$ cat src/rtl/rsd_pkg.sv
// Package for the running standard deviation block: widths, the queue
// word type and the back-end state encoding. No dependencies.
`timescale 1ns / 1ps
`default_nettype none

package rsd_pkg;

  // Configuration of the datapath
  localparam int COUNT_BITS  = 16;
  localparam int SAMPLE_BITS = 16;

  // Port widths, fixed by the interface definition
  localparam int SAMPLE_W  = 16;
  localparam int STD_W     = 16;
  localparam int CNT_OUT_W = 16;

  // Derived widths
  localparam int SUM_W   = COUNT_BITS + SAMPLE_BITS;          // running sum, signed
  localparam int MAG_W   = COUNT_BITS + SAMPLE_BITS - 1;      // |sum|
  localparam int SQX_W   = 2 * SAMPLE_BITS - 1;               // one squared sample
  localparam int SQ_W    = COUNT_BITS + 2 * SAMPLE_BITS - 1;  // sum of squares
  localparam int SPLIT   = (SQ_W + 1) / 2;                    // n*S2 split point
  localparam int PROD_W  = COUNT_BITS + SPLIT;                // partial product
  localparam int DIFF_W  = COUNT_BITS + SQ_W;                 // n*S2 - S1^2
  localparam int ROOT_W  = (DIFF_W + 1) / 2;                  // isqrt result
  localparam int RAD_W   = 2 * ROOT_W;                        // padded radicand
  localparam int REM_W   = ROOT_W + 3;                        // root remainder
  localparam int QUO_W   = SAMPLE_BITS;                       // std dev quotient
  localparam int STEP_W  = $clog2(ROOT_W);

  localparam logic [COUNT_BITS-1:0] COUNT_MAX = {COUNT_BITS{1'b1}};
  localparam logic [STD_W-1:0]      STD_MAX   = STD_W'(1) << (SAMPLE_BITS - 1);

  // Front-to-back queue
  localparam int FIFO_DEPTH = 2;
  localparam int FIFO_AW    = $clog2(FIFO_DEPTH);

  typedef struct packed {
    logic [COUNT_BITS-1:0]   count;
    logic signed [SUM_W-1:0] sum;
    logic [SQ_W-1:0]         sumsq;
    logic                    sat;
  } rsd_stats_t;

  typedef enum logic [3:0] {
    B_IDLE,
    B_MUL_A,
    B_MUL_B,
    B_ADD,
    B_SUB,
    B_SQRT,
    B_PREP,
    B_DIV,
    B_DONE
  } rsd_back_state_t;

endpackage

`default_nettype wire

$ cat src/rtl/rsd_if.sv
// Valid/ready channels for sample words in and result words out.
// Depends on rsd_pkg.
`timescale 1ns / 1ps
`default_nettype none

interface rsd_in_if;
  import rsd_pkg::*;
  logic                       valid;
  logic                       ready;
  logic signed [SAMPLE_W-1:0] sample;

  modport source (output valid, output sample, input ready);
  modport sink   (input valid, input sample, output ready);
endinterface


`default_nettype wire

$ cat src/rtl/rsd_front.sv
// Front end: takes sample words, keeps count, sum and sum of squares,
// and pushes a snapshot per word to the queue. Depends on rsd_pkg, rsd_if.
`timescale 1ns / 1ps
`default_nettype none

module rsd_front (
  input  wire logic        clk,
  input  wire logic        rst,
  rsd_in_if.sink           samples,
  output logic             push_valid,
  input  wire logic        push_ready,
  output rsd_pkg::rsd_stats_t push_data
);
  import rsd_pkg::*;

  logic [COUNT_BITS-1:0]         count, count_next;
  logic signed [SUM_W-1:0]       sum, sum_next;
  logic [SQ_W-1:0]               sumsq, sumsq_next;
  logic signed [SAMPLE_BITS-1:0] x;
  logic signed [2*SAMPLE_BITS-1:0] x_prod;
  logic [SQX_W-1:0]              x_sq;
  logic                          full;
  logic                          take;

  // only the low SAMPLE_BITS are meaningful
  assign x      = samples.sample[SAMPLE_BITS-1:0];
  assign x_prod = (2*SAMPLE_BITS)'(x) * (2*SAMPLE_BITS)'(x);
  assign x_sq   = x_prod[SQX_W-1:0];
  assign full   = (count == COUNT_MAX);

  always_comb begin
    if (full) begin
      count_next = count;
      sum_next   = sum;
      sumsq_next = sumsq;
    end else begin
      count_next = count + COUNT_BITS'(1);
      sum_next   = sum + {{(SUM_W-SAMPLE_BITS){x[SAMPLE_BITS-1]}}, x};
      sumsq_next = sumsq + SQ_W'(x_sq);
    end
  end

  assign samples.ready   = push_ready;
  assign push_valid      = samples.valid;
  assign take            = samples.valid && push_ready;
  assign push_data.count = count_next;
  assign push_data.sum   = sum_next;
  assign push_data.sumsq = sumsq_next;
  assign push_data.sat   = full;

  always_ff @(posedge clk) begin
    if (rst) begin
      count <= '0;
      sum   <= '0;
      sumsq <= '0;
    end else if (take) begin
      count <= count_next;
      sum   <= sum_next;
      sumsq <= sumsq_next;
    end
  end

endmodule

`default_nettype wire

$ cat src/flat_wrapper.sv
// flat-port wrapper written by rule: the top's interface ports become plain ports
module rsd_front_flat import rsd_pkg::*;
  (clk, rst, push_valid, push_ready, push_data, samples_valid, samples_sample, samples_ready);
  rsd_in_if samples_i ();
  input  wire logic clk;
  input  wire logic rst;
  output logic push_valid;
  input  wire logic push_ready;
  output rsd_pkg::rsd_stats_t push_data;
  input wire logic [$bits(samples_i.valid)-1:0] samples_valid;
  input wire logic [$bits(samples_i.sample)-1:0] samples_sample;
  output wire logic [$bits(samples_i.ready)-1:0] samples_ready;
  assign samples_i.valid = samples_valid;
  assign samples_i.sample = samples_sample;
  assign samples_ready = samples_i.ready;
  rsd_front u_core (.clk(clk), .rst(rst), .samples(samples_i), .push_valid(push_valid), .push_ready(push_ready), .push_data(push_data));
endmodule
$ cat config.mk
export PLATFORM = sky130hd
export DESIGN_NAME = rsd_front_flat
export DESIGN_NICKNAME = d
export VERILOG_FILES = /design/src/rtl/rsd_pkg.sv /design/src/rtl/rsd_if.sv /design/src/rtl/rsd_front.sv /design/src/flat_wrapper.sv
export SDC_FILE = /design/constraint.sdc
export NUM_CORES = 1
export LEC_CHECK = 0
export BUFFER_PORTS_ARGS = -buffer_cell sky130_fd_sc_hd__buf_2
export CAP_MARGIN = 20
export CORE_MARGIN = 1.5
export CORE_UTILIZATION = 40
export DETAILED_ROUTE_END_ITERATION = 6
export PLACE_DENSITY = 0.64
export SLEW_MARGIN = 10
export SYNTH_ARGS = -nofsm -noshare
export SYNTH_HDL_FRONTEND = slang
export SYNTH_SLANG_ARGS = --single-unit
$ cat constraint.sdc
create_clock -name clk -period 20.9 [get_ports clk]
set_input_delay 2.09 -clock clk [delete_from_list [all_inputs] [get_ports clk]]
set_output_delay 2.09 -clock clk [all_outputs]
set_load 0.01 [all_outputs]
==> impl_metrics.tcl <==
set metrics [dict create \
    status "complete, no violations" \
    num_rows 75 \
    yosysMostFrequentCell "inv_1" \
    critPathLaunchType "input port" \
    synthFlopType "dfxtp_1" \
    core_area_um2 42300 \
    avgRoutedWirePerCell_um 16.9 \
    synth_largest_area_cell "fa_1" \
    routabilityCongestion 0.892 \
    grt-ovfl-total 0 \
    drc 0 \
    fin_setup_tns_ps 0 \
    fp.dieH_um 211 \
    initial_core_util_pct 40.8 \
    syn2layout_area_growth_pct 7.69 \
    ioPinCount 118 \
    skew_ps 12.5 \
    synthArstFlopShare_pct 0 \
    yosys.area.top_type_share_pct 26.3 \
    max_stage_delay_ps 710 \
    clk_pin_slew_ps 70 \
    dr_total_vias 14896 \
    required_ps 18810 \
    worst_slew_pin_slew_ps 901 \
    timing_max_transition_violations_final 0 \
    diodes 0 \
    rsz0062_at_grt "false" \
    synthTopCellsByArea "fa_1, ha_1, dfxtp_1, inv_1, nand2_1" \
    crit_path_start "samples_sample[15]" \
    worst_slew_margin_rel_pct 39.7 \
    finalHoldViolations 0 \
    worstSetupEndpointType "output port" \
    cts_hold_buffers 0 \
    grt_use_total_pct 22.0 \
    die_w_um 211 \
    period_needed_ps 12930 \
    synth-seq-area-share_pct 11.0 \
    yosys_warnings 0 \
    grt_max_degree 67 \
    finalSetupViolCount 0 \
    syn-num-nets 2570 \
    first_global_vias 15066 \
    syn_inst 2166 \
    cts_tree "built" \
    dieArea_um2 44500 \
    clk_latency_ps 360 \
    dpl.hpwl_um 37400 \
    clock_path_buffers 2 \
    timing.rr.start "u_core.count[0]" \
    syn-cell-area_um2 17300 \
    viasPerCell 5.31 \
    fin_util_pct 44.0 \
    drtPass1Iterations 5 \
    drv_cap 0 \
    cpMaxStageDelayCell "a31oi_1" \
    hold_ws_ps 476 \
    clkSinkCount 95 \
    cts_buffers 9 \
    antenna_found_initial 0 \
    ys_types 81 \
    period_share_pct 61.9 \
    ys_top_cells_by_count "inv_1, nand2_1, fa_1, nor2_1, ha_1" \
    hp-start "u_core.sum[26]" \
    nNetsFinal 2626 \
    clock.fmax_ghz 0.0773 \
    ys_ff_latch 95 \
    final_layout_size_suffix_gt1_share_pct 8.54 \
    drt_iter0_drc 912 \
    hold_path.class "flop to flop" \
    cts_setup_buffers 0 \
    totalWireLength_um 47300 \
    grt_pass1_wl_um 78500 \
    syn_area_per_cell_um2 7.98 \
    io_buffers 117 \
    htreeDepth 3 \
    cp_max_fo 42 \
    arrival_ps 10840 \
    synth_edf_count 0 \
    root_buffer "clkbuf_16" \
    cts_resized 0 \
    criticalPathCategory "input port to output port" \
    ant_nets 0 \
]
state kept, by name, indices dropped and copies added, names as in the netlist:
signal and flops:
u_core.count 16, u_core.sum 32, u_core.sumsq 47
cell type report:
cell class,count,area (um2)
fill,4207,23700
multi-input combinational,1632,13700
sequential,95,1900
inverter,356,1340
tap,577,722
timing repair buffer,128,668
clock buffer,12,256
clock inverter,3,42.5
critical path: cells and delay by family:
kind,cells,cell delay (ps)
AO/OA/AOI/OAI,7,2620
adder cells (fa/ha/maj),8,3660
XOR/XNOR,3,450
AND/OR/NAND/NOR,3,560
buffers and inverters,8,1410
per-layer routing:
metal  routed length [um]  GRT usage [%]  share of wire [%]  vias to the layer above
met3                 2310           2.22                4.9                       57
met1                21400           30.0                 45                     7221
met2                22500           37.4                 48                      386
li1                     -              -                  -                     7232
met5                    0              0                  0                        -
met4                 1090           5.84                2.3                        0
stage by stage:
step / instances / worst slack [ps] / cell area (um2)
after floorplan: 2166 / 9340 / 17300
after global placement: 2788 / 8120 / 18300
after detailed placement: 2788 / 8090 / 18300
after CTS: 2803 / 8030 / 18600
after global routing: 2803 / 7310 / 18600
final: 2803 / 7970 / 18600
cells in the final DEF, fill, tap and decap left out, types with 7 or more instances in the layout:
| master | count |
|---|---|
| nand2b_1 | 14 |
| a211oi_1 | 17 |
| inv_1 | 354 |
| mux2_2 | 7 |
| nand4_1 | 17 |
| ha_1 | 157 |
| xor2_1 | 59 |
| a21oi_1 | 125 |
| and2_1 | 29 |
| nand3_1 | 55 |
| a31oi_1 | 18 |
| nor3_1 | 44 |
| and3_1 | 15 |
| or2_2 | 10 |
| nand2_1 | 269 |
| fa_1 | 227 |
| nor2_1 | 176 |
| xnor2_1 | 72 |
| o21a_1 | 12 |
| o21bai_1 | 12 |
| a21o_1 | 38 |
| nor2b_1 | 7 |
| buf_4 | 11 |
| dfxtp_1 | 95 |
| mux2i_1 | 10 |
| a31o_2 | 8 |
| buf_2 | 117 |
| clkbuf_16 | 9 |
| a2111oi_0 | 8 |
| or4_1 | 13 |
| o31ai_1 | 21 |
| o21ai_0 | 80 |
| or3_1 | 9 |
| o211ai_1 | 9 |
cells by family (layout without fill, tap and decap cells):
group           Yosys count  in the layout  synth area share (%)
compound gates          412            412                  15.7
xor+xnor                131            131                  6.64
buf+inv                 439            499                  9.84
fa+ha+maj               384            384                  37.6
flops                    95             95                  11.0
simple gates            688            688                  18.2
mux                      17             17                  1.04
final timing paths:
check        depth (start not counted)  slack [ps]               end
max                                 29        7970     push_data[34]
max reg2reg                         12       17330  u_core.sumsq[29]
min reg2reg                          2         480    u_core.sum[26]
min                                  2         480    u_core.sum[26]
Power is left out: the tool's default activity adds up to more than one toggle a clock period on the data nets, which glitch-free logic cannot reach.
