### config.mk
export PLATFORM = sky130hd
export DESIGN_NAME = rsd_back_flat
export DESIGN_NICKNAME = d
export VERILOG_FILES = /design/src/rtl/rsd_pkg.sv /design/src/rtl/rsd_if.sv /design/src/rtl/rsd_back.sv /design/src/flat_wrapper.sv
export SDC_FILE = /design/constraint.sdc
export NUM_CORES = 2
export LEC_CHECK = 0
export BUFFER_PORTS_ARGS = -buffer_cell sky130_fd_sc_hd__clkbuf_2
export CORE_MARGIN = 1.5
export CORE_UTILIZATION = 50
export CTS_BUF_LIST = sky130_fd_sc_hd__clkbuf_16
export DETAILED_ROUTE_END_ITERATION = 8
export GPL_TIMING_DRIVEN = 0
export MAX_ROUTING_LAYER = met4
export PLACE_DENSITY = 0.63
export SYNTH_ARGS = -nofsm -noshare
export SYNTH_HDL_FRONTEND = slang
export SYNTH_SLANG_ARGS = --single-unit
### constraint.sdc
create_clock -name clk -period 12.1 [get_ports clk]
set_input_delay 0.605 -clock clk [delete_from_list [all_inputs] [get_ports clk]]
set_output_delay 0.605 -clock clk [all_outputs]
set_load 0.01 [all_outputs]
### src/rtl/rsd_pkg.sv
// Package for the running standard deviation block: widths, the queue
// word type and the back-end state encoding. No dependencies.
`timescale 1ns / 1ps
`default_nettype none

package rsd_pkg;

  // Configuration of the datapath
  localparam int COUNT_BITS  = 16;
  localparam int SAMPLE_BITS = 16;

  // Port widths, fixed by the interface definition
  localparam int SAMPLE_W  = 16;
  localparam int STD_W     = 16;
  localparam int CNT_OUT_W = 16;

  // Derived widths
  localparam int SUM_W   = COUNT_BITS + SAMPLE_BITS;          // running sum, signed
  localparam int MAG_W   = COUNT_BITS + SAMPLE_BITS - 1;      // |sum|
  localparam int SQX_W   = 2 * SAMPLE_BITS - 1;               // one squared sample
  localparam int SQ_W    = COUNT_BITS + 2 * SAMPLE_BITS - 1;  // sum of squares
  localparam int SPLIT   = (SQ_W + 1) / 2;                    // n*S2 split point
  localparam int PROD_W  = COUNT_BITS + SPLIT;                // partial product
  localparam int DIFF_W  = COUNT_BITS + SQ_W;                 // n*S2 - S1^2
  localparam int ROOT_W  = (DIFF_W + 1) / 2;                  // isqrt result
  localparam int RAD_W   = 2 * ROOT_W;                        // padded radicand
  localparam int REM_W   = ROOT_W + 3;                        // root remainder
  localparam int QUO_W   = SAMPLE_BITS;                       // std dev quotient
  localparam int STEP_W  = $clog2(ROOT_W);

  localparam logic [COUNT_BITS-1:0] COUNT_MAX = {COUNT_BITS{1'b1}};
  localparam logic [STD_W-1:0]      STD_MAX   = STD_W'(1) << (SAMPLE_BITS - 1);

  // Front-to-back queue
  localparam int FIFO_DEPTH = 2;
  localparam int FIFO_AW    = $clog2(FIFO_DEPTH);

  typedef struct packed {
    logic [COUNT_BITS-1:0]   count;
    logic signed [SUM_W-1:0] sum;
    logic [SQ_W-1:0]         sumsq;
    logic                    sat;
  } rsd_stats_t;

  typedef enum logic [3:0] {
    B_IDLE,
    B_MUL_A,
    B_MUL_B,
    B_ADD,
    B_SUB,
    B_SQRT,
    B_PREP,
    B_DIV,
    B_DONE
  } rsd_back_state_t;

endpackage

`default_nettype wire

### src/rtl/rsd_if.sv
// Valid/ready channels for sample words in and result words out.
// Depends on rsd_pkg.
`timescale 1ns / 1ps
`default_nettype none


interface rsd_out_if;
  import rsd_pkg::*;
  logic                 valid;
  logic                 ready;
  logic [STD_W-1:0]     std_dev;
  logic [CNT_OUT_W-1:0] sample_count;
  logic                 saturated;

  modport source (output valid, output std_dev, output sample_count, output saturated,
                  input ready);
  modport sink   (input valid, input std_dev, input sample_count, input saturated,
                  output ready);
endinterface

`default_nettype wire

### src/rtl/rsd_back.sv
// Back end: n*S2 - S1^2, bit-serial integer square root, restoring
// divide by n, and the output register. Depends on rsd_pkg, rsd_if.
`timescale 1ns / 1ps
`default_nettype none

module rsd_back (
  input  wire logic                clk,
  input  wire logic                rst,
  input  wire logic                pop_valid,
  output logic                     pop_ready,
  input  wire rsd_pkg::rsd_stats_t pop_data,
  rsd_out_if.source                results
);
  import rsd_pkg::*;

  rsd_back_state_t state, state_next;

  logic [COUNT_BITS-1:0] n;
  logic [SQ_W-1:0]       s2;
  logic [MAG_W-1:0]      mag;
  logic                  sat;
  logic [PROD_W-1:0]     prod;
  logic [2*MAG_W-1:0]    sq;
  logic [DIFF_W-1:0]     acc;
  logic [RAD_W-1:0]      rad;
  logic [ROOT_W-1:0]     root;
  logic [REM_W-1:0]      srem;
  logic [COUNT_BITS-1:0] drem;
  logic [QUO_W-1:0]      quo;
  logic [STEP_W-1:0]     step;

  logic                  res_valid;
  logic [STD_W-1:0]      res_std;
  logic [CNT_OUT_W-1:0]  res_count;
  logic                  res_sat;

  logic [SUM_W-1:0]      sum_abs;
  logic [REM_W-1:0]      srem_sh;
  logic [REM_W-1:0]      s_trial;
  logic                  s_ge;
  logic [COUNT_BITS:0]   d_trial;
  logic [COUNT_BITS:0]   d_diff;
  logic                  d_ge;
  logic                  load_out;

  assign sum_abs = pop_data.sum[SUM_W-1] ? (~pop_data.sum + SUM_W'(1)) : pop_data.sum;

  // one root digit per cycle
  assign srem_sh = {srem[REM_W-3:0], rad[RAD_W-1 -: 2]};
  assign s_trial = REM_W'({root, 2'b01});
  assign s_ge    = (srem_sh >= s_trial);

  // one quotient bit per cycle; quo holds the dividend bits still to come
  assign d_trial = {drem, quo[QUO_W-1]};
  assign d_diff  = d_trial - {1'b0, n};
  assign d_ge    = (d_trial >= {1'b0, n});

  always_comb begin
    state_next = state;
    pop_ready  = 1'b0;
    load_out   = 1'b0;
    case (state)
      B_IDLE: begin
        pop_ready = 1'b1;
        if (pop_valid) begin
          state_next = (pop_data.count <= COUNT_BITS'(1)) ? B_DONE : B_MUL_A;
        end
      end
      B_MUL_A: state_next = B_MUL_B;
      B_MUL_B: state_next = B_ADD;
      B_ADD:   state_next = B_SUB;
      B_SUB:   state_next = B_SQRT;
      B_SQRT: begin
        if (step == '0) begin
          state_next = B_PREP;
        end
      end
      B_PREP:  state_next = B_DIV;
      B_DIV: begin
        if (step == '0) begin
          state_next = B_DONE;
        end
      end
      B_DONE: begin
        if (!res_valid || results.ready) begin
          load_out   = 1'b1;
          state_next = B_IDLE;
        end
      end
      default: state_next = B_IDLE;
    endcase
  end

  always_ff @(posedge clk) begin
    if (rst) begin
      state <= B_IDLE;
    end else begin
      state <= state_next;
    end
  end

  always_ff @(posedge clk) begin
    case (state)
      B_IDLE: begin
        n   <= pop_data.count;
        s2  <= pop_data.sumsq;
        mag <= sum_abs[MAG_W-1:0];
        sat <= pop_data.sat;
        quo <= '0;
      end
      B_MUL_A: begin
        prod <= PROD_W'(n) * PROD_W'(s2[SPLIT-1:0]);
        sq   <= (2*MAG_W)'(mag) * (2*MAG_W)'(mag);
      end
      B_MUL_B: begin
        acc  <= DIFF_W'(prod);
        prod <= PROD_W'(n) * PROD_W'(s2[SQ_W-1:SPLIT]);
      end
      B_ADD: begin
        acc <= acc + (DIFF_W'(prod) << SPLIT);
      end
      B_SUB: begin
        rad  <= RAD_W'(acc - DIFF_W'(sq));
        root <= '0;
        srem <= '0;
        step <= STEP_W'(ROOT_W - 1);
      end
      B_SQRT: begin
        rad  <= rad << 2;
        srem <= s_ge ? (srem_sh - s_trial) : srem_sh;
        root <= {root[ROOT_W-2:0], s_ge};
        step <= step - STEP_W'(1);
      end
      B_PREP: begin
        // root < n * 2^QUO_W, so the top part is already below n
        drem <= root[ROOT_W-1:QUO_W];
        quo  <= root[QUO_W-1:0];
        step <= STEP_W'(QUO_W - 1);
      end
      B_DIV: begin
        drem <= d_ge ? d_diff[COUNT_BITS-1:0] : d_trial[COUNT_BITS-1:0];
        quo  <= {quo[QUO_W-2:0], d_ge};
        step <= step - STEP_W'(1);
      end
      B_DONE: begin
      end
      default: begin
      end
    endcase
  end

  // output register
  always_ff @(posedge clk) begin
    if (rst) begin
      res_valid <= 1'b0;
    end else if (load_out) begin
      res_valid <= 1'b1;
    end else if (results.ready) begin
      res_valid <= 1'b0;
    end
  end

  always_ff @(posedge clk) begin
    if (load_out) begin
      res_std   <= STD_W'(quo);
      res_count <= CNT_OUT_W'(n);
      res_sat   <= sat;
    end
  end

  assign results.valid        = res_valid;
  assign results.std_dev      = res_std;
  assign results.sample_count = res_count;
  assign results.saturated    = res_sat;

endmodule

`default_nettype wire

### src/flat_wrapper.sv
// flat-port wrapper written by rule: the top's interface ports become plain ports
module rsd_back_flat import rsd_pkg::*;
  (clk, rst, pop_valid, pop_ready, pop_data, results_valid, results_std_dev, results_sample_count, results_saturated, results_ready);
  rsd_out_if results_i ();
  input  wire logic clk;
  input  wire logic rst;
  input  wire logic pop_valid;
  output logic pop_ready;
  input  wire rsd_pkg::rsd_stats_t pop_data;
  output wire logic [$bits(results_i.valid)-1:0] results_valid;
  output wire logic [$bits(results_i.std_dev)-1:0] results_std_dev;
  output wire logic [$bits(results_i.sample_count)-1:0] results_sample_count;
  output wire logic [$bits(results_i.saturated)-1:0] results_saturated;
  input wire logic [$bits(results_i.ready)-1:0] results_ready;
  assign results_valid = results_i.valid;
  assign results_std_dev = results_i.std_dev;
  assign results_sample_count = results_i.sample_count;
  assign results_saturated = results_i.saturated;
  assign results_i.ready = results_ready;
  rsd_back u_core (.clk(clk), .rst(rst), .pop_valid(pop_valid), .pop_ready(pop_ready), .pop_data(pop_data), .results(results_i));
endmodule
==> flow_metrics.tcl <==
set metrics [dict create \
    status "complete, but fails checks" \
    violations "capacitance limit, slew limit" \
    antenna_found_initial 10 \
    via_count 58500 \
    wire_per_inst_microns 22.5 \
    critPathSlowestCell "o41ai_1" \
    clock_latency_ns 0.76 \
    synthArstFlopShare 0 \
    grt_pass1_wl_mm 362 \
    cts_buffer_depth 3 \
    slew_violations 11 \
    hold_slack_ns 0.0411 \
    layout-drive-gt1-share 0.0377 \
    rsz0062_at_grt "false" \
    fin_tns_setup_ns 0 \
    synthCells 8098 \
    drc_errors 0 \
    postRouteAntennaNets 0 \
    fp.dieW_microns 395 \
    layout_commonest_cell "inv_1" \
    hpwl_mm 198 \
    core.rowCount 143 \
    tightest_slew_ns 1.52 \
    worst_slack_ns 1.48 \
    cts_buffers 60 \
    fin_nets 10500 \
    drt-initial-drc-count 4723 \
    setup_viol 0 \
    fmax_ghz 0.0941 \
    slowest_delay_ns 0.96 \
    gp_congestion 0.988 \
    drt-total-wl_mm 235 \
    crit_path_start_kind "flop" \
    first_global_vias 60700 \
    maxCapViolCount 1 \
    syn_nets 10200 \
    io_pins 135 \
    cp.required_ns 12.49 \
    arrival_ns 11.02 \
    via_per_inst 5.60 \
    die_h_microns 395 \
    portBuffers 134 \
    cp_max_fo 10 \
    grt_usage 0.316 \
    hold_class "input pin to flop" \
    cts-resized-gates 0 \
    end_kind "flop" \
    yosysUniqueCellTypes 91 \
    max-slew-margin-rel -0.0120 \
    die_area_sq_um 156000 \
    hold_viol 0 \
    grt_start_max_net_pins 34 \
    start_util 0.504 \
    finClkSkew_ns 0.0995 \
    core_sq_um 152000 \
    area_growth_syn_to_layout_pct 8.02 \
    place_ws_ns 1.68 \
    final_cell_mix "1707 x inv_1, 1348 x fa_1, 1010 x nand2_1, 649 x ha_1, 458 x edfxtp_1" \
    crit_top_cell "fa_1" \
    netlist_area_sq_um 76700 \
    cts_tree "done" \
    cts.sinks 463 \
    fin_crit_sh 0.878 \
    cts_root_buffer "clkbuf_16" \
    crit_type "flop to flop" \
    first_pass_iters 6 \
    cts_max_level 2 \
    synth_edf_count 458 \
    fill_cells 14100 \
    seq_area_frac_synth 0.181 \
    synth_flop_cell "edfxtp_1" \
    synth-seq-cells 463 \
    path_clk_slew_ns 0.06 \
    min_period_ns 10.62 \
    grt_overflow_total 0 \
    yosys_warnings 0 \
    avgSynthCellArea_sq_um 9.47 \
]
per-layer routing:
metal / vias to the layer above / wire length, microns / GRT usage
met3: 376 / 20700 / 0.0594
met4: 0 / 7550 / 0.0889
li1: 26000 / - / -
met5: - / 0 / -
met2: 2263 / 104000 / 0.470
met1: 29900 / 103000 / 0.443
cell usage after synthesis (all sizes together) (57+ instances only):
cell type	n	area, sq um
inv	1700	6380
a21o	146	1100
and2	447	2800
o21ai	225	1130
a21oi	334	1670
nand2	1011	3800
ha	649	8120
nor2	364	1370
xnor2	182	1590
nor3	58	290
nand4	61	382
clkbuf	307	1150
xor2	111	972
fa	1348	27000
nor2b	57	357
edfxtp	458	13800
sequential cells by signal, summed over array words and instances (netlist names), 31 cells and up:
register     count
u_core.sq       61
u_core.rad      64
u_core.mag      31
u_core.acc      63
u_core.root     32
u_core.prod     40
u_core.s2       47
u_core.srem     33
final cells by class:
class                           instances  area (sq um)  area share
Sequential cell                       463         13900       0.167
Inverter                             1700          6380      0.0770
Multi-Input combinational cell       5607         55300       0.667
Clock inverter                         53           596     0.00719
Tap cell                             2030          2540      0.0306
Buffer                                328          1240      0.0149
Antenna cell                            7          17.5    0.000211
Timing Repair Buffer                  201          1460      0.0177
Clock buffer                           60          1500      0.0181
logic make-up after synthesis:
logic type | share of synthesized area
compound gates | 0.0871
buf+inv | 0.0993
xor+xnor | 0.0334
flops | 0.181
simple gates | 0.135
mux | 0.00675
fa+ha+maj | 0.458
metrics by stage:
step,util,area (sq um),cells
floorplan,-,76700,8098
global placement,0.526,79900,10300
detailed placement,0.528,80300,10300
CTS,0.545,82900,10400
global route,0.545,82900,10400
finish,0.545,82900,10400
final timing paths:
check	from	to	slack, ns	cells after the start
min reg2reg	u_core.sat	u_core.results.saturated	0.42	0
max	u_core.mag[4]	u_core.sq[59]	1.48	27
min	pop_data[85]	u_core.n[5]	0.04	1
max reg2reg	u_core.mag[4]	u_core.sq[59]	1.48	27
worst max-delay path, delay by kind of cell, from the launching register on:
family / cells / cell delay (ns)
AO/OA/AOI/OAI: 6 / 2.37
adder cells (fa/ha/maj): 9 / 4.47
buffers and inverters: 7 / 1.92
flip-flops: 1 / 0.55
AND/OR/NAND/NOR: 5 / 1.01
repair_timing:
item / in CTS / in global routing
buffers inserted: 0 / 0
hold buffers: 44 / 0
endpoints found under the hold margin: 44 / 0
Power is left out: the tool's default activity adds up to more than one toggle a clock period on the data nets, which glitch-free logic cannot reach.
