$ cat src/rtl/rsd_pkg.sv
// Package for the running standard deviation block: widths, the queue
// word type and the back-end state encoding. No dependencies.
`timescale 1ns / 1ps
`default_nettype none

package rsd_pkg;

  // Configuration of the datapath
  localparam int COUNT_BITS  = 16;
  localparam int SAMPLE_BITS = 16;

  // Port widths, fixed by the interface definition
  localparam int SAMPLE_W  = 16;
  localparam int STD_W     = 16;
  localparam int CNT_OUT_W = 16;

  // Derived widths
  localparam int SUM_W   = COUNT_BITS + SAMPLE_BITS;          // running sum, signed
  localparam int MAG_W   = COUNT_BITS + SAMPLE_BITS - 1;      // |sum|
  localparam int SQX_W   = 2 * SAMPLE_BITS - 1;               // one squared sample
  localparam int SQ_W    = COUNT_BITS + 2 * SAMPLE_BITS - 1;  // sum of squares
  localparam int SPLIT   = (SQ_W + 1) / 2;                    // n*S2 split point
  localparam int PROD_W  = COUNT_BITS + SPLIT;                // partial product
  localparam int DIFF_W  = COUNT_BITS + SQ_W;                 // n*S2 - S1^2
  localparam int ROOT_W  = (DIFF_W + 1) / 2;                  // isqrt result
  localparam int RAD_W   = 2 * ROOT_W;                        // padded radicand
  localparam int REM_W   = ROOT_W + 3;                        // root remainder
  localparam int QUO_W   = SAMPLE_BITS;                       // std dev quotient
  localparam int STEP_W  = $clog2(ROOT_W);

  localparam logic [COUNT_BITS-1:0] COUNT_MAX = {COUNT_BITS{1'b1}};
  localparam logic [STD_W-1:0]      STD_MAX   = STD_W'(1) << (SAMPLE_BITS - 1);

  // Front-to-back queue
  localparam int FIFO_DEPTH = 2;
  localparam int FIFO_AW    = $clog2(FIFO_DEPTH);

  typedef struct packed {
    logic [COUNT_BITS-1:0]   count;
    logic signed [SUM_W-1:0] sum;
    logic [SQ_W-1:0]         sumsq;
    logic                    sat;
  } rsd_stats_t;

  typedef enum logic [3:0] {
    B_IDLE,
    B_MUL_A,
    B_MUL_B,
    B_ADD,
    B_SUB,
    B_SQRT,
    B_PREP,
    B_DIV,
    B_DONE
  } rsd_back_state_t;

endpackage

`default_nettype wire

$ cat src/rtl/rsd_fifo.sv
// Short queue of statistics snapshots between front and back end.
// Depends on rsd_pkg.
`timescale 1ns / 1ps
`default_nettype none

module rsd_fifo (
  input  wire logic                clk,
  input  wire logic                rst,
  input  wire logic                push_valid,
  output logic                     push_ready,
  input  wire rsd_pkg::rsd_stats_t push_data,
  output logic                     pop_valid,
  input  wire logic                pop_ready,
  output rsd_pkg::rsd_stats_t      pop_data
);
  import rsd_pkg::*;

  rsd_stats_t         mem [FIFO_DEPTH];
  logic [FIFO_AW-1:0] wr_ptr;
  logic [FIFO_AW-1:0] rd_ptr;
  logic [FIFO_AW:0]   fill;
  logic               do_push;
  logic               do_pop;

  assign push_ready = (fill != (FIFO_AW+1)'(FIFO_DEPTH));
  assign pop_valid  = (fill != '0);
  assign do_push    = push_valid && push_ready;
  assign do_pop     = pop_valid && pop_ready;
  assign pop_data   = mem[rd_ptr];

  always_ff @(posedge clk) begin
    if (do_push) begin
      mem[wr_ptr] <= push_data;
    end
  end

  always_ff @(posedge clk) begin
    if (rst) begin
      wr_ptr <= '0;
      rd_ptr <= '0;
      fill   <= '0;
    end else begin
      if (do_push) begin
        wr_ptr <= wr_ptr + FIFO_AW'(1);
      end
      if (do_pop) begin
        rd_ptr <= rd_ptr + FIFO_AW'(1);
      end
      if (do_push && !do_pop) begin
        fill <= fill + (FIFO_AW+1)'(1);
      end else if (do_pop && !do_push) begin
        fill <= fill - (FIFO_AW+1)'(1);
      end
    end
  end

endmodule

`default_nettype wire

$ cat config.mk
export PLATFORM = sky130hd
export DESIGN_NAME = rsd_fifo
export DESIGN_NICKNAME = d
export VERILOG_FILES = /design/src/rtl/rsd_pkg.sv /design/src/rtl/rsd_fifo.sv
export SDC_FILE = /design/constraint.sdc
export NUM_CORES = 1
export LEC_CHECK = 0
export BUFFER_PORTS_ARGS = -buffer_cell sky130_fd_sc_hd__buf_4
export CAP_MARGIN = 10
export CORE_MARGIN = 3
export CORE_UTILIZATION = 40
export CTS_BUF_LIST = sky130_fd_sc_hd__clkbuf_16
export CTS_CLUSTER_DIAMETER = 60
export DETAILED_ROUTE_END_ITERATION = 7
export PLACE_DENSITY = 0.75
export SYNTH_ARGS = -nofsm -noshare
export SYNTH_HDL_FRONTEND = slang
export SYNTH_SLANG_ARGS = --single-unit
$ cat constraint.sdc
create_clock -name clk -period 3.73 [get_ports clk]
set_input_delay 0.1865 -clock clk [delete_from_list [all_inputs] [get_ports clk]]
set_output_delay 0.1865 -clock clk [all_outputs]
set_load 0.02 [all_outputs]
==> results of run 1 <==
## how the worst max path moves through the flow
stage / start / endpoint / cells past startpoint
2_1_floorplan: fill[0] / mem[1][0] / 2
3_3_place_gp: fill[0] / mem[0][8] / 4
3_5_place_dp: fill[0] / mem[0][95] / 4
4_1_cts: flip-flop / pop_data[27] / 3
5_1_grt: flip-flop / pop_data[81] / 3
6_report: flip-flop / pop_data[95] / 3
## registers in the layout, summed over array words and instances (netlist names), named ones only
| name | cells |
|---|---|
| fill | 2 |
| mem | 192 |
| rd_ptr | 1 |
| wr_ptr | 1 |
## kinds of logic (layout without fill, tap and decap cells)
kind of cell | after synthesis | after routing | synth area share
simple gates | 9 | 9 | 0.00681
buf+inv | 12 | 329 | 0.0184
flops | 197 | 197 | 0.798
mux | 96 | 96 | 0.167
fa+ha+maj | 1 | 1 | 0.00170
xor+xnor | 3 | 3 | 0.00358
compound gates | 5 | 5 | 0.00409
## worst max-delay path, delay by kind of cell (launching register included)
family                 cells  cell delay [ns]
muxes                      1             0.40
DFF                        1             0.72
buffers and inverters      2             0.56
## cell usage in the layout (no fill, tap or decap), drive strengths merged
master       count
dlygate4sd3     97
and3             1
nand2b           1
dfxtp            5
or3              1
buf            200
mux2            96
edfxtp         192
o21ai            2
a21bo            1
and2             1
or2              1
xor2             3
clkinv           5
nor2             3
a21oi            2
bufinv           1
nand3b           1
clkbuf          17
ha               1
inv              5
clkinvlp         4
## power by group
group / switching (uW) / leakage, uW / internal, uW
Clock: 725 / 0.000258 / 898
Combinational: 1040 / 0.00192 / 1020
Sequential: 134 / 0.00183 / 2770
## stage by stage
step                cell area (sq um)  setup WS [ns]
floorplan                        7350          0.263
global placement                 9050           1.81
detailed placement               9050           1.70
CTS                             10500           1.34
global route                    10500           1.26
finish                          10500           1.35
## final cells by class
| type | count | area (sq um) |
|---|---|---|
| Tap cell | 225 | 282 |
| Clock inverter | 14 | 100 |
| Clock buffer | 17 | 425 |
| Sequential cell | 197 | 5870 |
| Timing Repair Buffer | 297 | 2510 |
| Inverter | 1 | 6.26 |
| Fill cell | 1279 | 7110 |
| Multi-Input combinational cell | 114 | 1360 |
## metal layers
layer / track usage / routed length (um) / up-vias
met2: 0.255 / 7520 / 153
met5: 0 / 0 / -
met4: 0.0429 / 144 / 0
met1: 0.172 / 6020 / 1963
li1: - / - / 1887
met3: 0.0479 / 915 / 12
==> results by group, run 1 <==
Floorplanning
  – DIE HEIGHT: 142 um
  – CORE AREA: 17700 sq um
  – Row count: between 40 and 50
  – Initial Util: 0.416
  – Die Footprint: ~20000 sq um
  – Die X: 142 um
  – Num ports: slightly below 200

Timing
  – Hold Fails Final Rpt: 0
  – Worst hold margin: 0.109 ns
  – Final Max Slew Viols: 0
  – Tmin final: 2.38 ns
  – Period utilisation layout: 0.638
  – Slew headroom: 0.615
  – Final Setup Violations: 0
  – Setup TNS after final layout: 0 ns
  – Fmax: 420 MHz
  – Slew @ Worst Pin: 0.578 ns
  – Setup Skew: 0.00640 ns
  – Unrepaired setup endpoints after global routing: false

Detailed routing
  – Drt pass-1 iters: 4
  – Via-to-Cell Ratio: 4.64
  – Starting DRT DRC Count: 192
  – WL per Instance: 16.9 um
  – DRC viols: 0
  – WL final: between 10000 and 15000 um
  – Post-DRT Antenna Nets: 0
  – Via count: 4015

Global routing
  – GRT Resource Usage Total: 0.146
  – First-pass GRT wire length: 22800 um
  – Pin count of the biggest net entering global routing: 62
  – Vias in the first global route: 4466
  – Initial antenna violation count: 0
  – Grt ovf: 0

Setup path
  – Crit Path Max Fanout: 61
  – Arrival time worst endpoint: 2.19 ns
  – Req. time, crit path: 3.54 ns
  – Flop-to-flop setup slack: between 1.5 and 2 ns
  – CP max-delay cell: dfxtp_4
  – Reg2Reg Launch Point: fill[0]
  – Critical Path Max Stage Delay: 0.72 ns
  – Reg2reg end: mem[0][94]
  – Reg2reg path depth: 4
  – Setup crit end kind: output port
  – Worst path cell trace: buf_12 -> mux2_2 -> buf_4
  – Startpoint type of the worst setup path: flip-flop
  – Critical path class: flip-flop to output port

Clock network
  – CTS H-Tree Depth: 4
  – PostCTS Resize Cnt: 0
  – CTS max path bufs: 2
  – CTS Buf Count: 17
  – Clk_lat worst skew: 0.41 ns
  – CTS root buf: clkbuf_16
  – CTS tree: yes
  – Postcts setup bufs: 0
  – Sink Count: 197
  – Clk slew on worst S/H paths: ~0.060 ns
  – CTS Hold Bufs: 97

Finish
  – Non-Filler Instances: between 800 and 900
  – Area Growth Syn to Fin: 43.5%
  – Nets: 729
  – Final Core Density: 0.597
  – Layout cells sized above 1: 0.508
  – ANT cells: 0

Logic synthesis
  – Sequential share of the synthesized area: 0.798
  – #FFs+latches synth: 197
  – Mapped Nets: 424
  – Synth Cell Area: roughly 7400 sq um
  – Yosys warns: 0
  – Predominant post-synthesis flop cell: edfxtp_1
  – Top cells by count, synth: edfxtp_1 (192), mux2_2 (56), mux2_4 (40)
  – Post-synth top area cell: edfxtp_1
  – Largest cells by area after synthesis: edfxtp_1 (78%), mux2_2 (8.6%), mux2_4 (8.2%), dfxtp_1 (1.4%), buf_12 (1.1%)
  – Async S/R FF share, synth: 0
  – Cell variety after synth: 21
  – Share of the synthesized area in the top cell type: 0.784
  – Most frequent cell after synthesis: edfxtp_1
  – Post-synth EDFFs: 192
  – Avg Synthesized Cell Area: about 23 sq um
  – Post-Synthesis Cells: around 320

Pwr
  – LEAKAGE: 0.00402 uW
  – Total power: approximately 6600 uW
  – Worst vdd ir: 355 uV
  – Pwr dens: between 600 and 700 nW/um^2

Status
  – Status: finished, final reports clean

Placement
  – Cell total after placement: 737
  – PortBufs: roughly 200
  – DP HPWL: 9060 um
  – Global placer's final weighted congestion: 0.752

Min path
  – Worst Hold Path EP: wr_ptr
  – Type of the worst min-delay path: primary input to flip-flop
  – Hold Crit Depth: 3
  – Worst hold path startpoint: push_valid

Flow run
  – Number of max-cap violations: 0
Note: power is estimated with default switching activity, not from simulation.
==> run 2: changes to the inputs <==
==> constraint.sdc (replaced) <==
create_clock -name clk -period 2.2 [get_ports clk]
set_input_delay 0.11 -clock clk [delete_from_list [all_inputs] [get_ports clk]]
set_output_delay 0.11 -clock clk [all_outputs]
set_load 0.02 [all_outputs]
==> run 2 against run 1 <==
Compared with the run above:
- routed wire length is 2.1% higher
- non-clock buffer count grew 4
- first-iteration DRC count grew 15%
- clock skew grew 0.0035 ns
- largest power group unchanged
==> results by group, run 2 (synthesis gave the netlist of run 1 again) <==
Status
  – Status: finished, final reports clean

Clock network
  – Clk slew on worst S/H paths: 0.07 ns
  – PostCTS Resize Cnt: 0
  – CTS root buf: clkbuf_16
  – Postcts setup bufs: 0
  – CTS Buf Count: 17
  – CTS Hold Bufs: 98
  – Sink Count: 197
  – CTS H-Tree Depth: 4
  – Clk_lat worst skew: approximately 0.42 ns
  – CTS max path bufs: 2
  – CTS tree: yes

Pwr
  – Total power: 11600 uW
  – Switch Pwr: 3290 uW
  – Sw Share: 0.285
  – LEAKAGE: 0.00408 uW
  – Power share of the combinational group: 0.311
  – Internal: 8260 uW
  – Worst vdd ir: 728 uV
  – Power share of the clock group: 0.266
  – Pwr dens: 1080 nW/um^2
  – Sequential share of power: 0.423

Min path
  – Type of the worst min-delay path: primary input to flip-flop
  – Hold Crit Depth: 4
  – Worst hold path startpoint: pop_ready

Detailed routing
  – Post-DRT Antenna Nets: 0
  – WL per Instance: 17.1 um
  – Starting DRT DRC Count: 220
  – DRC viols: 0
  – Via-to-Cell Ratio: 4.66
  – Via count: between 4000 and 5000
  – WL final: 14900 um
  – Drt pass-1 iters: 4

Timing
  – Final Max Slew Viols: 0
  – Tmin final: 2.03 ns
  – Worst hold margin: 0.135 ns
  – Final WS setup: 0.171 ns
  – Slew headroom: 0.742
  – Hold Fails Final Rpt: 0
  – Final Setup Violations: 0
  – Period utilisation layout: 0.922
  – Fmax: slightly below 500 MHz
  – Slew @ Worst Pin: slightly below 0.4 ns
  – Unrepaired setup endpoints after global routing: false
  – Setup Skew: 0.00992 ns

Floorplanning
  – Die X: 142 um
  – Die Footprint: 20000 sq um
  – Num ports: between 150 and 200
  – Row count: 48
  – DIE HEIGHT: 142 um
  – Initial Util: 0.416
  – CORE AREA: 17700 sq um

Finish
  – Fillers: about 1300
  – Commonest non-fill, non-tap cell in the layout: buf_4
  – Nets: between 700 and 800
  – Storage cell area: 5870 sq um
  – Multi-input gate area: 1360 sq um
  – ANT cells: 0
  – Final Core Density: 0.605
  – Area Growth Syn to Fin: 45.4%
  – Commonest non-fill, non-tap cells in the layout: buf_4 (197), edfxtp_1 (192), dlygate4sd3_1 (98)
  – Largest register FFs: 192
  – Largest regs: mem x192, fill x2
  – Reg with most FFs: mem
  – Layout cells sized above 1: 0.518
  – Non-Filler Instances: 870

Placement
  – PortBufs: 197
  – DP HPWL: 9220 um
  – Global placer's final weighted congestion: around 0.71
  – Placement Setup Slack: between 0.6 and 0.7 ns
  – Cell total after placement: 740

Setup path
  – Reg2Reg Launch Point: fill[1]
  – Critical path class: flip-flop to output port
  – Crit Path Max Fanout: 40
  – Worst path cell trace: buf_12 -> mux2_2 -> buf_4
  – Startpoint type of the worst setup path: flip-flop
  – Critical Path Max Stage Delay: 0.60 ns
  – Arrival time worst endpoint: 1.92 ns
  – Setup crit end kind: output port
  – CP max-delay cell: dfxtp_4
  – CP delay by family, top: flip-flops
  – Reg2reg end: fill[1]
  – Reg2reg path depth: 5
  – Flop-to-flop setup slack: 0.63 ns
  – Req. time, crit path: 2.09 ns
  – Buf/Inv on CP: 2

Global routing
  – Grt ovf: 0
  – Vias in the first global route: 4457
  – First-pass GRT wire length: between 20000 and 25000 um
  – Pin count of the biggest net entering global routing: 54
  – GRT Resource Usage Total: 0.148
  – Initial antenna violation count: 0

Flow run
  – Number of max-cap violations: 0
run 2: stage by stage:
step	area (sq um)	setup TNS, ns
6_report	10700	0
3_5_place_dp	9120	0
3_3_place_gp	9120	0
2_1_floorplan	7360	-25.81
5_1_grt	10700	0
4_1_cts	10700	0
run 2: how the worst max path moves through the flow:
stage	from	to	slack, ns	cells after the start
after CTS	flip-flop	pop_data[16]	0.13	3
final	flip-flop	pop_data[80]	0.17	3
after global placement	flip-flop	pop_data[76]	0.64	3
after floorplan	fill[0]	mem[0][0]	-0.27	3
after global routing	flip-flop	pop_data[76]	0.08	3
after detailed placement	flip-flop	pop_data[16]	0.60	3
run 2: worst register-to-register path, stage by stage, from the launching register on:
cell      delay [ns]
dfxtp_1         0.43
nand2b_4        0.09
and2_1          0.17
ha_1            0.32
or3_1           0.35
a21oi_1         0.14
run 2: layout make-up:
class	count	share of cell area
flip-flops and latches	197	0.549
multi-input cells	114	0.127
clock buffers	17	0.0398
repair buffers	301	0.241
clock inverters	15	0.0150
inverters	1	0.000702
well taps	225	0.0263
run 2: per-layer routing:
metal	share of wire	up-vias	track usage
met1	0.41	1986	0.177
met5	0	-	0
li1	-	1901	-
met3	0.062	19	0.0475
met4	0.015	0	0.0424
met2	0.52	151	0.257
run 2: power groups by stage:
stage / Combinational, uW / Sequential [uW] / Clock, uW
final: 3600 / 4890 / 3070
after global routing: 3810 / 4940 / 3300
after CTS: 3620 / 4890 / 3160
after detailed placement: 3470 / 4970 / 0
after global placement: 3430 / 4930 / 0
after floorplan: 2290 / 4870 / 0
==> run 3: changes to the inputs <==
==> config.mk (replaced) <==
export PLATFORM = sky130hd
export DESIGN_NAME = rsd_fifo
export DESIGN_NICKNAME = d
export VERILOG_FILES = /design/src/rtl/rsd_pkg.sv /design/src/rtl/rsd_fifo.sv
export SDC_FILE = /design/constraint.sdc
export NUM_CORES = 1
export LEC_CHECK = 0
export CAP_MARGIN = 10
export CORE_MARGIN = 2
export CORE_UTILIZATION = 40
export CTS_BUF_LIST = sky130_fd_sc_hd__clkbuf_16
export CTS_CLUSTER_DIAMETER = 60
export DETAILED_ROUTE_END_ITERATION = 7
export DONT_BUFFER_PORTS = 1
export PLACE_DENSITY = 0.65
export SYNTH_ARGS = -nofsm -noshare
export SYNTH_HDL_FRONTEND = slang
export SYNTH_SLANG_ARGS = --single-unit
==> constraint.sdc (replaced) <==
create_clock -name clk -period 2.6 [get_ports clk]
set_input_delay 0.13 -clock clk [delete_from_list [all_inputs] [get_ports clk]]
set_output_delay 0.13 -clock clk [all_outputs]
set_load 0.02 [all_outputs]
==> run 3 against run 2 <==
Compared with the run above:
- critical endpoint is now pop_data[21]
- register-to-register slack better by 0.07 ns
- combinational power down 38%
- worst hold slack got worse by 0.054 ns
- non-clock buffer count shrank 196
- clock power fell by 19%
- total power decreased by 24%
- setup slack better by 0.52 ns
==> results by group, run 3 (synthesis gave the netlist of run 1 again) <==
Pwr
  – LEAKAGE: 0.00312 uW
  – Pwr dens: between 900 and 1000 nW/um^2
  – Internal: 6240 uW
  – Power share of the combinational group: 0.254
  – Worst vdd ir: between 400 and 500 uV
  – Sw Share: 0.294
  – Power share of the clock group: 0.282
  – Switch Pwr: about 2600 uW
  – Sequential share of power: 0.465

Detailed routing
  – Via-to-Cell Ratio: 4.89
  – Post-DRT Antenna Nets: 0
  – Via count: around 3300
  – WL final: 12800 um
  – Starting DRT DRC Count: 279
  – Drt pass-1 iters: 4
  – WL per Instance: 18.9 um
  – DRC viols: 0

Floorplanning
  – DIE HEIGHT: 140 um
  – Die Footprint: 19500 sq um
  – Initial Util: 0.408
  – CORE AREA: roughly 18000 sq um
  – Row count: around 50
  – Num ports: approximately 200
  – Die X: between 100 and 150 um

Setup path
  – Worst path cell trace: buf_4 -> mux2_2
  – Critical path class: flip-flop to output port
  – Req. time, crit path: 2.47 ns
  – Setup crit end kind: output port
  – Critical Path Max Stage Delay: 0.52 ns
  – Crit Path Max Fanout: 19
  – Buf/Inv on CP: 1
  – CP max-delay cell: dfxtp_4
  – CP delay by family, top: flip-flops
  – Arrival time worst endpoint: 1.78 ns
  – Startpoint type of the worst setup path: flip-flop

Clock network
  – CTS H-Tree Depth: 4
  – CTS root buf: clkbuf_16
  – Clk slew on worst S/H paths: about 0.070 ns
  – Sink Count: 197
  – Clk_lat worst skew: 0.42 ns
  – Postcts setup bufs: 0
  – CTS max path bufs: 2
  – CTS tree: yes
  – CTS Buf Count: 17

Timing
  – Slew @ Worst Pin: 0.607 ns
  – Unrepaired setup endpoints after global routing: false
  – Fmax: 524 MHz
  – Final Setup Violations: 0
  – Setup Skew: 0.00617 ns
  – Final WS setup: between 0.6 and 0.7 ns
  – Slew headroom: 0.595
  – Hold Fails Final Rpt: 0
  – Tmin final: around 1.9 ns
  – Period utilisation layout: 0.734
  – Setup TNS after final layout: 0 ns
  – Worst hold margin: 0.0815 ns
  – Final Max Slew Viols: 0

Placement
  – Placement Setup Slack: 0.723 ns
  – Global placer's final weighted congestion: slightly below 0.7
  – DP HPWL: approximately 8200 um
  – Cell total after placement: between 500 and 600
  – PortBufs: 0

Finish
  – Area Growth Syn to Fin: 24.8%
  – Largest register FFs: 192
  – Non-Filler Instances: 678
  – Commonest non-fill, non-tap cells in the layout: edfxtp_1 (192), dlygate4sd3_1 (98), mux2_2 (56)
  – ANT cells: 0
  – Layout cells sized above 1: 0.303
  – Commonest non-fill, non-tap cell in the layout: edfxtp_1
  – Largest regs: mem x192, fill x2
  – Fillers: about 1500
  – Nets: approximately 540
  – Reg with most FFs: mem

Global routing
  – Pin count of the biggest net entering global routing: 52
  – Met2 Use GR: 0.213
  – Grt ovf: 0
  – First-pass GRT wire length: roughly 19000 um
  – Vias in the first global route: about 3400
  – GRT Resource Usage Total: 0.131
  – GR Layer Usage met1: 0.156
  – GRT busiest layer: met2
  – Initial antenna violation count: 0
  – Routing usage on met3: 0.0537

Status
  – Status: finished, final reports clean

Min path
  – Type of the worst min-delay path: primary input to flip-flop

Flow run
  – Number of max-cap violations: 0
run 3: cell types whose count changed in the layout (fill, tap and decap cells not counted):
cell | before | now
buf_4 | 197 | 3
inv_6 | 3 | 0
buf_12 | 6 | 4
clkinv_2 | 4 | 2
clkinv_4 | 1 | 3
clkinvlp_4 | 1 | 3
bufinv_16 | 3 | 2
dfxtp_1 | 3 | 4
dfxtp_2 | 1 | 0
inv_1 | 1 | 2
inv_8 | 0 | 1
nand2b_2 | 0 | 1
nand2b_4 | 1 | 0
run 3: stage by stage:
stage / power [uW] / util / instance area [sq um]
2_1_floorplan: 6050 / - / 7360
3_3_place_gp: 6260 / 0.423 / 7620
3_5_place_dp: 6310 / 0.423 / 7620
4_1_cts: 8960 / 0.509 / 9170
5_1_grt: 9200 / 0.509 / 9170
6_report: 8840 / 0.509 / 9170
run 3: area by class of cell:
type                            instances  area, sq um  share of cell area
Sequential cell                       197         5870               0.640
Multi-Input combinational cell        114         1360               0.148
Timing Repair Buffer                  105         1080               0.118
Clock buffer                           17          425              0.0464
Tap cell                              229          287              0.0312
Clock inverter                         15          141              0.0154
Inverter                                1         7.51            0.000819
run 3: what timing repair did:
action	in CTS	in global routing
resized for setup	0	0
endpoints found under the hold margin	197	0
hold buffers	98	0
run 3: per-layer routing:
metal / up-vias / part of all wire
met5: - / 0
met4: 0 / 0.018
met3: 15 / 0.086
met2: 145 / 0.48
met1: 1646 / 0.41
li1: 1508 / -
run 3: worst register-to-register path, stage by stage (launching register included):
cell        delay [ns]
dfxtp_1           0.42
nand2b_2          0.29
nand3b_1          0.17
clkinvlp_4        0.13
buf_4             0.49
run 3: worst paths after layout:
path         slack, ns  cells past startpoint  startpoint            to
max               0.69                      2   flip-flop  pop_data[21]
min               0.08                      3   pop_ready     flip-flop
max reg2reg       0.70                      4     fill[0]    mem[0][55]
min reg2reg       0.54                      2      rd_ptr     flip-flop
run 3: power by group through the flow:
| stage | clock network [uW] | registers, uW | logic [uW] |
|---|---|---|---|
| detailed placement | 0 | 4190 | 2130 |
| floorplan | 0 | 4120 | 1930 |
| global route | 2690 | 4150 | 2360 |
| global placement | 0 | 4160 | 2110 |
| finish | 2490 | 4110 | 2240 |
| CTS | 2560 | 4120 | 2270 |
